File: config.mk
export PLATFORM = sky130hd
export DESIGN_NAME = sssp_ctrl
export DESIGN_NICKNAME = d
export VERILOG_FILES = /design/src/sv/sssp_pkg.sv /design/src/sv/sssp_ctrl.sv
export SDC_FILE = /design/constraint.sdc
export NUM_CORES = 1
export LEC_CHECK = 0
export ABC_AREA = 1
export BUFFER_PORTS_ARGS = -buffer_cell sky130_fd_sc_hd__buf_2
export CAP_MARGIN = 20
export CORE_AREA = 8 8 45 47
export DETAILED_ROUTE_END_ITERATION = 10
export DIE_AREA = 0 0 53 55
export PLACE_DENSITY = 0.51
export RECOVER_POWER = 25
export SLEW_MARGIN = 20
export SYNTH_ARGS = -nofsm -noshare
export SYNTH_HDL_FRONTEND = slang
export SYNTH_SLANG_ARGS = --single-unit
File: constraint.sdc
create_clock -name clk -period 1 [get_ports clk]
set_input_delay 0.1 -clock clk [delete_from_list [all_inputs] [get_ports clk]]
set_output_delay 0.1 -clock clk [all_outputs]
set_load 0.01 [all_outputs]
File: src/sv/sssp_pkg.sv
// Shared package for the shortest-path relaxation table.
// Field widths, opcodes, distance constants and controller/datapath bundles.
// No dependencies.
package sssp_pkg;

  localparam int NODE_COUNT_DEF = 1024;

  localparam int OP_W     = 2;
  localparam int IDX_W    = 10;
  localparam int WEIGHT_W = 32;
  localparam int DIST_W   = 30;
  localparam int CNT_W    = 11;

  localparam int IN_DATA_W  = 56;  // 52 payload bits padded to bytes
  localparam int OUT_DATA_W = 80;  // 73 payload bits padded to bytes

  localparam logic [DIST_W-1:0] INF_DIST  = 30'h3FFF_FFFF;
  localparam logic [CNT_W-1:0]  COUNT_MAX = 11'h7FF;

  localparam logic [OP_W-1:0] OP_INIT  = 2'd0;
  localparam logic [OP_W-1:0] OP_RELAX = 2'd1;
  localparam logic [OP_W-1:0] OP_READ  = 2'd2;
  localparam logic [OP_W-1:0] OP_CLEAR = 2'd3;

  // Commands from the controller to the datapath.
  typedef struct packed {
    logic capture;    // latch the accepted item
    logic rd_target;  // table read address is the edge target, else the node
    logic latch_src;  // hold the source-node distance read last cycle
    logic do_init;
    logic do_relax;
    logic do_read;
    logic do_clear;
    logic emit;       // move the result into the output register
  } cmd_t;

  // Status from the datapath to the controller.
  typedef struct packed {
    logic out_free;   // output register empty or being drained this cycle
  } status_t;

endpackage

File: src/sv/sssp_ctrl.sv
// Controller FSM for the shortest-path relaxation table.
// Sequences table reads, the update step and the result handoff.
// Depends on sssp_pkg.
module sssp_ctrl (
  input  logic                     clk,
  input  logic                     rst,
  input  logic                     in_valid,
  input  logic [sssp_pkg::OP_W-1:0] in_op,
  output logic                     in_ready,
  input  sssp_pkg::status_t        status,
  output sssp_pkg::cmd_t           cmd
);
  import sssp_pkg::*;

  localparam logic [3:0] ST_IDLE       = 4'd0;
  localparam logic [3:0] ST_INIT       = 4'd1;
  localparam logic [3:0] ST_FETCH_SRC  = 4'd2;
  localparam logic [3:0] ST_FETCH_DST  = 4'd3;
  localparam logic [3:0] ST_RELAX      = 4'd4;
  localparam logic [3:0] ST_FETCH_NODE = 4'd5;
  localparam logic [3:0] ST_READ       = 4'd6;
  localparam logic [3:0] ST_CLEAR      = 4'd7;
  localparam logic [3:0] ST_EMIT       = 4'd8;

  logic [3:0] state;
  logic [3:0] state_next;

  assign in_ready = (state == ST_IDLE);

  always_comb begin
    state_next = state;
    cmd        = '0;
    case (state)
      ST_IDLE: begin
        if (in_valid) begin
          cmd.capture = 1'b1;
          case (in_op)
            OP_INIT:  state_next = ST_INIT;
            OP_RELAX: state_next = ST_FETCH_SRC;
            OP_READ:  state_next = ST_FETCH_NODE;
            default:  state_next = ST_CLEAR;
          endcase
        end
      end
      ST_INIT: begin
        cmd.do_init = 1'b1;
        state_next  = ST_EMIT;
      end
      ST_FETCH_SRC: begin
        state_next = ST_FETCH_DST;
      end
      ST_FETCH_DST: begin
        cmd.rd_target = 1'b1;
        cmd.latch_src = 1'b1;
        state_next    = ST_RELAX;
      end
      ST_RELAX: begin
        cmd.do_relax = 1'b1;
        state_next   = ST_EMIT;
      end
      ST_FETCH_NODE: begin
        state_next = ST_READ;
      end
      ST_READ: begin
        cmd.do_read = 1'b1;
        state_next  = ST_EMIT;
      end
      ST_CLEAR: begin
        cmd.do_clear = 1'b1;
        state_next   = ST_EMIT;
      end
      ST_EMIT: begin
        if (status.out_free) begin
          cmd.emit   = 1'b1;
          state_next = ST_IDLE;
        end
      end
      default: state_next = ST_IDLE;
    endcase
  end

  always_ff @(posedge clk) begin
    if (rst) begin
      state <= ST_IDLE;
    end else begin
      state <= state_next;
    end
  end

endmodule

## Word level (Yosys, flattened, before mapping)

Cells that the tools add are included.

| storage, ports and cells | value |
|---|---|
| register bits after elaboration | 4 |
| bits in writable memories | 0 |
| bits in latches | 0 |
| output and inout bits | 9 |
| memory bits (read-only) | 0 |
| memories | 0 |

| operators by class | value |
|---|---|
| equality and inequality tests | 12 |
| multipliers | 0 |
| order comparisons | 0 |
| bitwise operators | 0 |
| shifts and indexed selects | 0 |
| mux-type cells | 13 |
| $add $sub $neg | 0 |
| divide/modulo/power cells | 0 |
| reductions and logical operators | 4 |

Operators with widths:

| cell | number |
|---|---|
| case mux 4 bit (6 select lines) | 1 |
| equality test 4 x 3 -> 1 bit, second input constant | 4 |
| case mux 3 bit (3 select lines) | 1 |
| equality test 4 x 2 -> 1 bit, second input constant | 2 |
| 2-to-1 mux 1 bit | 8 |
| 2-to-1 mux 4 bit | 2 |
| equality test 4 x 1 -> 1 bit, second input constant | 1 |
| equality test 4 bit, second input constant | 1 |
| logical NOT 4 bit | 1 |
| != test 2 bit, second input constant | 2 |
| OR reduction 4 bit | 1 |
| equality test 2 x 1 -> 1 bit, second input constant | 1 |
| equality test 2 bit, second input constant | 1 |
| logical NOT 2 bit | 1 |
| 2-to-1 mux 2 bit | 1 |
| AND reduction 2 bit | 1 |

## Logic depth before layout (Yosys ltp)

Gate-level depths: netlist (run 1).

| depth | value |
|---|---|
| depth in word-level cells | 4 |
| mapped depth | 7 |
| mapped depth without buffers | 7 |

## Worst setup path after synthesis (run 1)

No wires, ideal clock.

| timing path | value |
|---|---|
| path kind | reg-to-output |
| start | register state[1] |
| end | output cmd[0] in the netlist's numbering |
| path slack | -0.057 ns |
| stages on the path, launching flop included | 4 |
| data required time | 0.900 ns |
| arrival | 0.957 ns |
| cell sequence | dfxtp_1 -> nor2_2 -> inv_2 -> nor4_1 |

RTL lines:

| item | RTL line | RTL |
|---|---|---|
| from (decl) | sssp_ctrl.sv:25 | `logic [3:0] state;` |
| from (signal assigned) | sssp_ctrl.sv:86 | `state <= state_next;` |
| to (decl) | sssp_ctrl.sv:11 | `output sssp_pkg::cmd_t cmd` |

==> results.json, run 1 <==
{
  "top_register": "state",
  "r2r_end": "state[1]",
  "fin_area_um2": 576,
  "syn-instance-count": 52,
  "die_h_um": 55,
  "ff2ff_path_depth": 7,
  "ant_nets": 0,
  "slew_headroom_pct": 87.5,
  "grt_start_max_net_pins": 6,
  "intPower_mw": 1.03,
  "wirelength_um": 1010,
  "rsz0062_at_grt": "true",
  "top_regs": "state x4",
  "drive_above_1_share_pct": 72.7,
  "drtIter0Drc": 2,
  "fmax_mhz": 863,
  "hp-class": "primary input to flop",
  "multiInputGateArea_um2": 240,
  "clock_sinks": 4,
  "path_clk_slew_ns": 0.04,
  "seq_power_share_pct": 18.8,
  "grt_busiest_layer": "met2",
  "hold_viol_final": 0,
  "n_antenna_cell": 0,
  "start_kind": "flop",
  "place_hpwl_um": 674,
  "met2_usage_pct": 11.7,
  "switching_share_pct": 47.1,
  "fin_crit_sh_pct": 116,
  "cp_num_buf_inv": 3,
  "path_delay_family": "flip-flops",
  "n_fill_cell": 154,
  "fin_nets": 85,
  "path_class": "flop to primary output",
  "place_inst": 85,
  "synth.distinct_cells": 12,
  "crit_chain": "buf_6 -> nor2_4 -> nand2_1 -> inv_1 -> buf_2",
  "rr_startpoint": "state[2]",
  "cts_made_buffers": 3,
  "arrival_ns": 1.06,
  "ys_seq_area_share_pct": 27.0,
  "largest_reg_flops": 4,
  "cap_violations": 0,
  "grt_use_met3_pct": 4.28,
  "ff_latch_area_um2": 92.6,
  "antenna_found_initial": 0,
  "row_count": 14,
  "p_leak_nw": 0.310,
  "finalSetupViolations": 13,
  "power_density_nw_per_um2": 3370,
  "final_util_pct": 41.6,
  "placed_cell_area_um2": 415,
  "hold_start": "rst",
  "initial_core_util_pct": 21.4,
  "cp_max_fo": 4,
  "drtPass1Iterations": 2,
  "finClkSkew_ns": 0.000310,
  "drv_slew": 0,
  "first_global_vias": 383,
  "hold_ws_ns": 0.0939,
  "via_per_inst": 4.44,
  "syn2layout_area_growth_pct": 94.1,
  "syn_nets": 58,
  "worstHoldPathCells": 2,
  "clock_latency_ns": 0.23,
  "status": "finished, violations left",
  "setup_tns_ns": -1.48,
  "htreeDepth": 1,
  "syn_area_um2": 297,
  "clkPwrFrac_pct": 9.9,
  "worst_slack_ns": -0.159,
  "fin_crit_ns": 1.16,
  "r2r_slack_ns": -0.07,
  "finalNonFillerCells": 93,
  "ys_warn_count": 0,
  "dieArea_um2": 2920,
  "synth-seq-cells": 4,
  "io_pins": 15,
  "grtUsageTotal_pct": 7.10,
  "io_buffer_count": 14,
  "end_kind": "primary output",
  "slowest_stage": "dfxtp_2",
  "core_um2": 1380,
  "die_w_um": 53,
  "grt_pass1_wl_um": 1500,
  "power.switching_mw": 0.914,
  "holdPathEnd": "state[1]",
  "max-clock-path-buffers": 2,
  "grt.met1_usage_pct": 6.38,
  "cts_tree": "done",
  "p_comb_share_pct": 71.4,
  "vias": 413,
  "grt_overflow_total": 0,
  "peakVddDrop_mv": 1.11,
  "wl_per_cell_um": 10.8,
  "cp.required_ns": 0.90,
  "cts_hold_buf": 0,
  "avgSynthCellArea_um2": 5.70,
  "violations": "setup timing",
  "cts_root_buf": "clkbuf_4",
  "tightestPinTransition_ns": 0.185,
  "drcViolationCount": 0,
  "gp_congestion": 0.729,
  "max_stage_delay_ns": 0.33
}
==> layout make-up <==
type,instances,area share (%)
multi-input combinational,34,41.7
timing repair buffer,23,25.9
sequential,4,16.1
inverter,13,8.91
clock buffer,3,3.91
tap,16,3.48
==> how the worst max path moves through the flow <==
| stage | to | slack [ns] | from | cells past startpoint |
|---|---|---|---|---|
| 6_report | cmd[4] | -0.16 | state[1] | 5 |
| 5_1_grt | cmd[0] | -0.24 | state[0] | 4 |
| 4_1_cts | cmd[0] | -0.18 | state[0] | 4 |
| 3_5_place_dp | cmd[1] | -0.05 | state[2] | 5 |
| 3_3_place_gp | state[2] | -0.03 | state[0] | 6 |
| 2_1_floorplan | cmd[1] | 0.01 | state[2] | 4 |
==> what timing repair did <==
action,CTS,global route
endpoints found under the hold margin,0,0
pin swaps,10,5
buffers inserted,4,1
resized for setup,22,9
setup endpoints to repair,12,13
==> layout by cell type, fill, tap and decap left out <==
cell / netlist / final
a31oi_2: 0 / 1
buf_2: 0 / 14
buf_4: 1 / 6
buf_6: 0 / 3
clkbuf_4: 0 / 3
dfxtp_2: 0 / 1
dfxtp_4: 0 / 3
inv_1: 8 / 4
inv_2: 5 / 8
inv_4: 0 / 1
nand2_1: 10 / 9
nand2_2: 0 / 1
nand3_1: 9 / 3
nand3_2: 0 / 6
nor2_1: 7 / 5
nor2_2: 2 / 1
nor2_4: 1 / 4
nor3_2: 0 / 3
nor4_2: 0 / 1
==> metrics by stage <==
stage | setup WS (ns) | power [mW]
after global routing | -0.239 | 2.12
final | -0.159 | 1.94
after detailed placement | -0.0511 | 1.24
after global placement | -0.0348 | 1.25
after CTS | -0.182 | 1.81
after floorplan | 0.0105 | 0.902
==> logic make-up (layout without fill, tap and decap cells) <==
logic type / Yosys count / in the layout / synth area share, %
AO/OA/AOI/OAI: 1 / 1 / 2.11
buffers and inverters: 14 / 39 / 19.0
flip-flops: 4 / 4 / 27.0
AND/OR/NAND/NOR: 33 / 33 / 51.9
==> synth_stat cells <==
| library cell | n | area (um2) |
|---|---|---|
| a31oi_1 | 1 | 6.26 |
| inv_1 | 8 | 30.0 |
| nand2_1 | 10 | 37.5 |
| nor3_1 | 3 | 15.0 |
| nor2_2 | 2 | 12.5 |
| nor2_4 | 1 | 11.3 |
| dfxtp_1 | 4 | 80.1 |
| inv_2 | 5 | 18.8 |
| nor4_1 | 1 | 6.26 |
| buf_4 | 1 | 7.51 |
| nand3_1 | 9 | 45.0 |
| nor2_1 | 7 | 26.3 |
==> metal layers <==
metal	routed length, um	up-vias
li1	-	212
met1	400	191
met2	520	10
met3	88	0
met4	0	0
met5	0	-
==> power by group through the flow <==
stage,Sequential (mW),Combinational (mW),Clock (mW)
6_report,0.364,1.38,0.191
5_1_grt,0.369,1.52,0.234
4_1_cts,0.358,1.25,0.203
3_5_place_dp,0.312,0.926,0
3_3_place_gp,0.313,0.941,0
2_1_floorplan,0.315,0.587,0
Power figures use the tool's default switching activity.
==> run 2: changes to the inputs <==
- BUFFER_PORTS_ARGS: -buffer_cell sky130_fd_sc_hd__buf_2 -> -buffer_cell sky130_fd_sc_hd__buf_4
==> run 2 against run 1 <==
Effect of this change:
- sequential share of layout area is 1.6 points lower
- the flow still finishes with violations (setup timing)
- cell area grew 8.0%
- critical path depth stayed put
- highest routed layer unchanged
- critical endpoint is now cmd[1]
- critical path type unchanged
- via count is 0.24% lower
- largest power group unchanged
==> results.json, run 2 (synthesis gave the netlist of run 1 again) <==
{
  "status": "finished, violations left",
  "violations": "setup timing",
  "path_class": "flop to primary output",
  "via_per_inst": 4.38,
  "p_total_mw": 2.08,
  "grt_overflow_total": 0,
  "final_common_cell": "buf_4",
  "die_h_um": 55,
  "initial_core_util_pct": 21.4,
  "end_kind": "primary output",
  "top_regs": "state x4",
  "die_w_um": 53,
  "drtPass1Iterations": 4,
  "grt_start_max_net_pins": 6,
  "finClkSkew_ns": 0.00169,
  "core_um2": 1380,
  "top_register": "state",
  "path_clk_slew_ns": 0.04,
  "dieArea_um2": 2920,
  "gp_congestion": 0.723,
  "fin_crit_sh_pct": 123,
  "drtIter0Drc": 7,
  "syn2layout_area_growth_pct": 110,
  "max_stage_delay_ns": 0.37,
  "cts_made_buffers": 3,
  "io_buffer_count": 14,
  "power_density_nw_per_um2": 3350,
  "cts_tree": "done",
  "cp-startpoint": "state[2]",
  "largest_reg_flops": 4,
  "grt_pass1_wl_um": 1360,
  "wirelength_um": 1030,
  "cts_hold_buf": 0,
  "drive_above_1_share_pct": 69.2,
  "worstHoldPathCells": 2,
  "top_layer": "met3",
  "switching_share_pct": 44.7,
  "hold_viol_final": 0,
  "grtUsageTotal_pct": 6.28,
  "clock_sinks": 4,
  "r2r_slack_ns": -0.11,
  "p_leak_nw": 0.325,
  "cp_max_fo": 4,
  "io_pins": 15,
  "worst_slack_ns": -0.233,
  "cts_root_buf": "clkbuf_4",
  "finalSetupViolations": 13,
  "fin_crit_ns": 1.23,
  "ff2ff_path_depth": 7,
  "rsz0062_at_grt": "true",
  "start_kind": "flop",
  "wl_met1_um": 436,
  "vias": 412,
  "p_comb_share_pct": 74.1,
  "fmax_mhz": 811,
  "tightestPinTransition_ns": 0.182,
  "hold_start": "rst",
  "seq_power_share_pct": 16.8,
  "wl_per_cell_um": 10.9,
  "hold_ws_ns": 0.0454,
  "intPower_mw": 1.15,
  "cap_violations": 0,
  "peakVddDrop_mv": 1.20,
  "n_antenna_cell": 0,
  "mostFrequentLayoutCells": "buf_4 (18), inv_2 (8), nand2_1 (8)",
  "arrival_ns": 1.13,
  "rr_startpoint": "state[3]",
  "row_count": 14,
  "drcViolationCount": 0,
  "clkPwrFrac_pct": 9.1,
  "first_global_vias": 354,
  "max-clock-path-buffers": 2,
  "drv_slew": 0,
  "hp-class": "primary input to flop",
  "power.switching_mw": 0.930,
  "htreeDepth": 1,
  "cp.required_ns": 0.90,
  "clock_latency_ns": 0.23,
  "crit_chain": "inv_2 -> nor2_2 -> inv_1 -> nor3_1 -> buf_4",
  "slowest_stage": "dfxtp_2",
  "antenna_found_initial": 0,
  "final_util_pct": 44.9,
  "wl_met3_um": 85,
  "slew_headroom_pct": 87.8,
  "place_hpwl_um": 689,
  "wl_met2_um": 504,
  "ant_nets": 0,
  "fin_nets": 86
}
==> run 2: cell types whose count changed in the layout (fill, tap and decap cells not counted), sizes merged <==
| cell | before | now |
|---|---|---|
| buf | 23 | 24 |
==> run 2: worst paths after layout <==
path               to
min          state[0]
max            cmd[1]
min reg2reg  state[3]
max reg2reg  state[2]
==> run 2: repair_timing <==
action	CTS	global route
setup endpoints to repair	12	12
resized for setup	8	22
setup buffers	2	3
pin swaps	0	14
==> run 2: layout make-up <==
class,count,area (um2)
Clock buffer,3,22.5
Fill cell,140,762
Inverter,13,48.8
Multi-Input combinational cell,34,238
Sequential cell,4,90.1
Tap cell,16,20.0
Timing Repair Buffer,24,203
==> run 2: routing by layer <==
layer | vias up | GRT usage [%]
li1 | 213 | -
met1 | 187 | 6.53
met2 | 12 | 10.2
met3 | 0 | 2.94
met4 | 0 | 3.88
met5 | - | 0
==> run 2: worst max-delay path, delay by kind of cell, from the launching register on <==
kind          cells  cell delay, ns
simple gates      2            0.26
flops             1            0.37
buf+inv           3            0.28
==> run 2: per-stage QoR <==
| stage | instance area (um2) | std cells | TNS (ns) | setup slack (ns) |
|---|---|---|---|---|
| 2_1_floorplan | 303 | 52 | 0 | 0.0105 |
| 3_3_place_gp | 458 | 86 | -0.298 | -0.0722 |
| 3_5_place_dp | 458 | 86 | -0.173 | -0.0464 |
| 4_1_cts | 522 | 91 | -1.87 | -0.235 |
| 5_1_grt | 622 | 94 | -2.82 | -0.286 |
| 6_report | 622 | 94 | -1.89 | -0.233 |
==> run 2: power groups by stage <==
| stage | registers (mW) | clock network, mW | logic (mW) |
|---|---|---|---|
| 2_1_floorplan | 0.315 | 0 | 0.587 |
| 3_3_place_gp | 0.311 | 0 | 1.05 |
| 3_5_place_dp | 0.310 | 0 | 1.02 |
| 4_1_cts | 0.329 | 0.202 | 1.19 |
| 5_1_grt | 0.363 | 0.219 | 1.68 |
| 6_report | 0.349 | 0.190 | 1.54 |
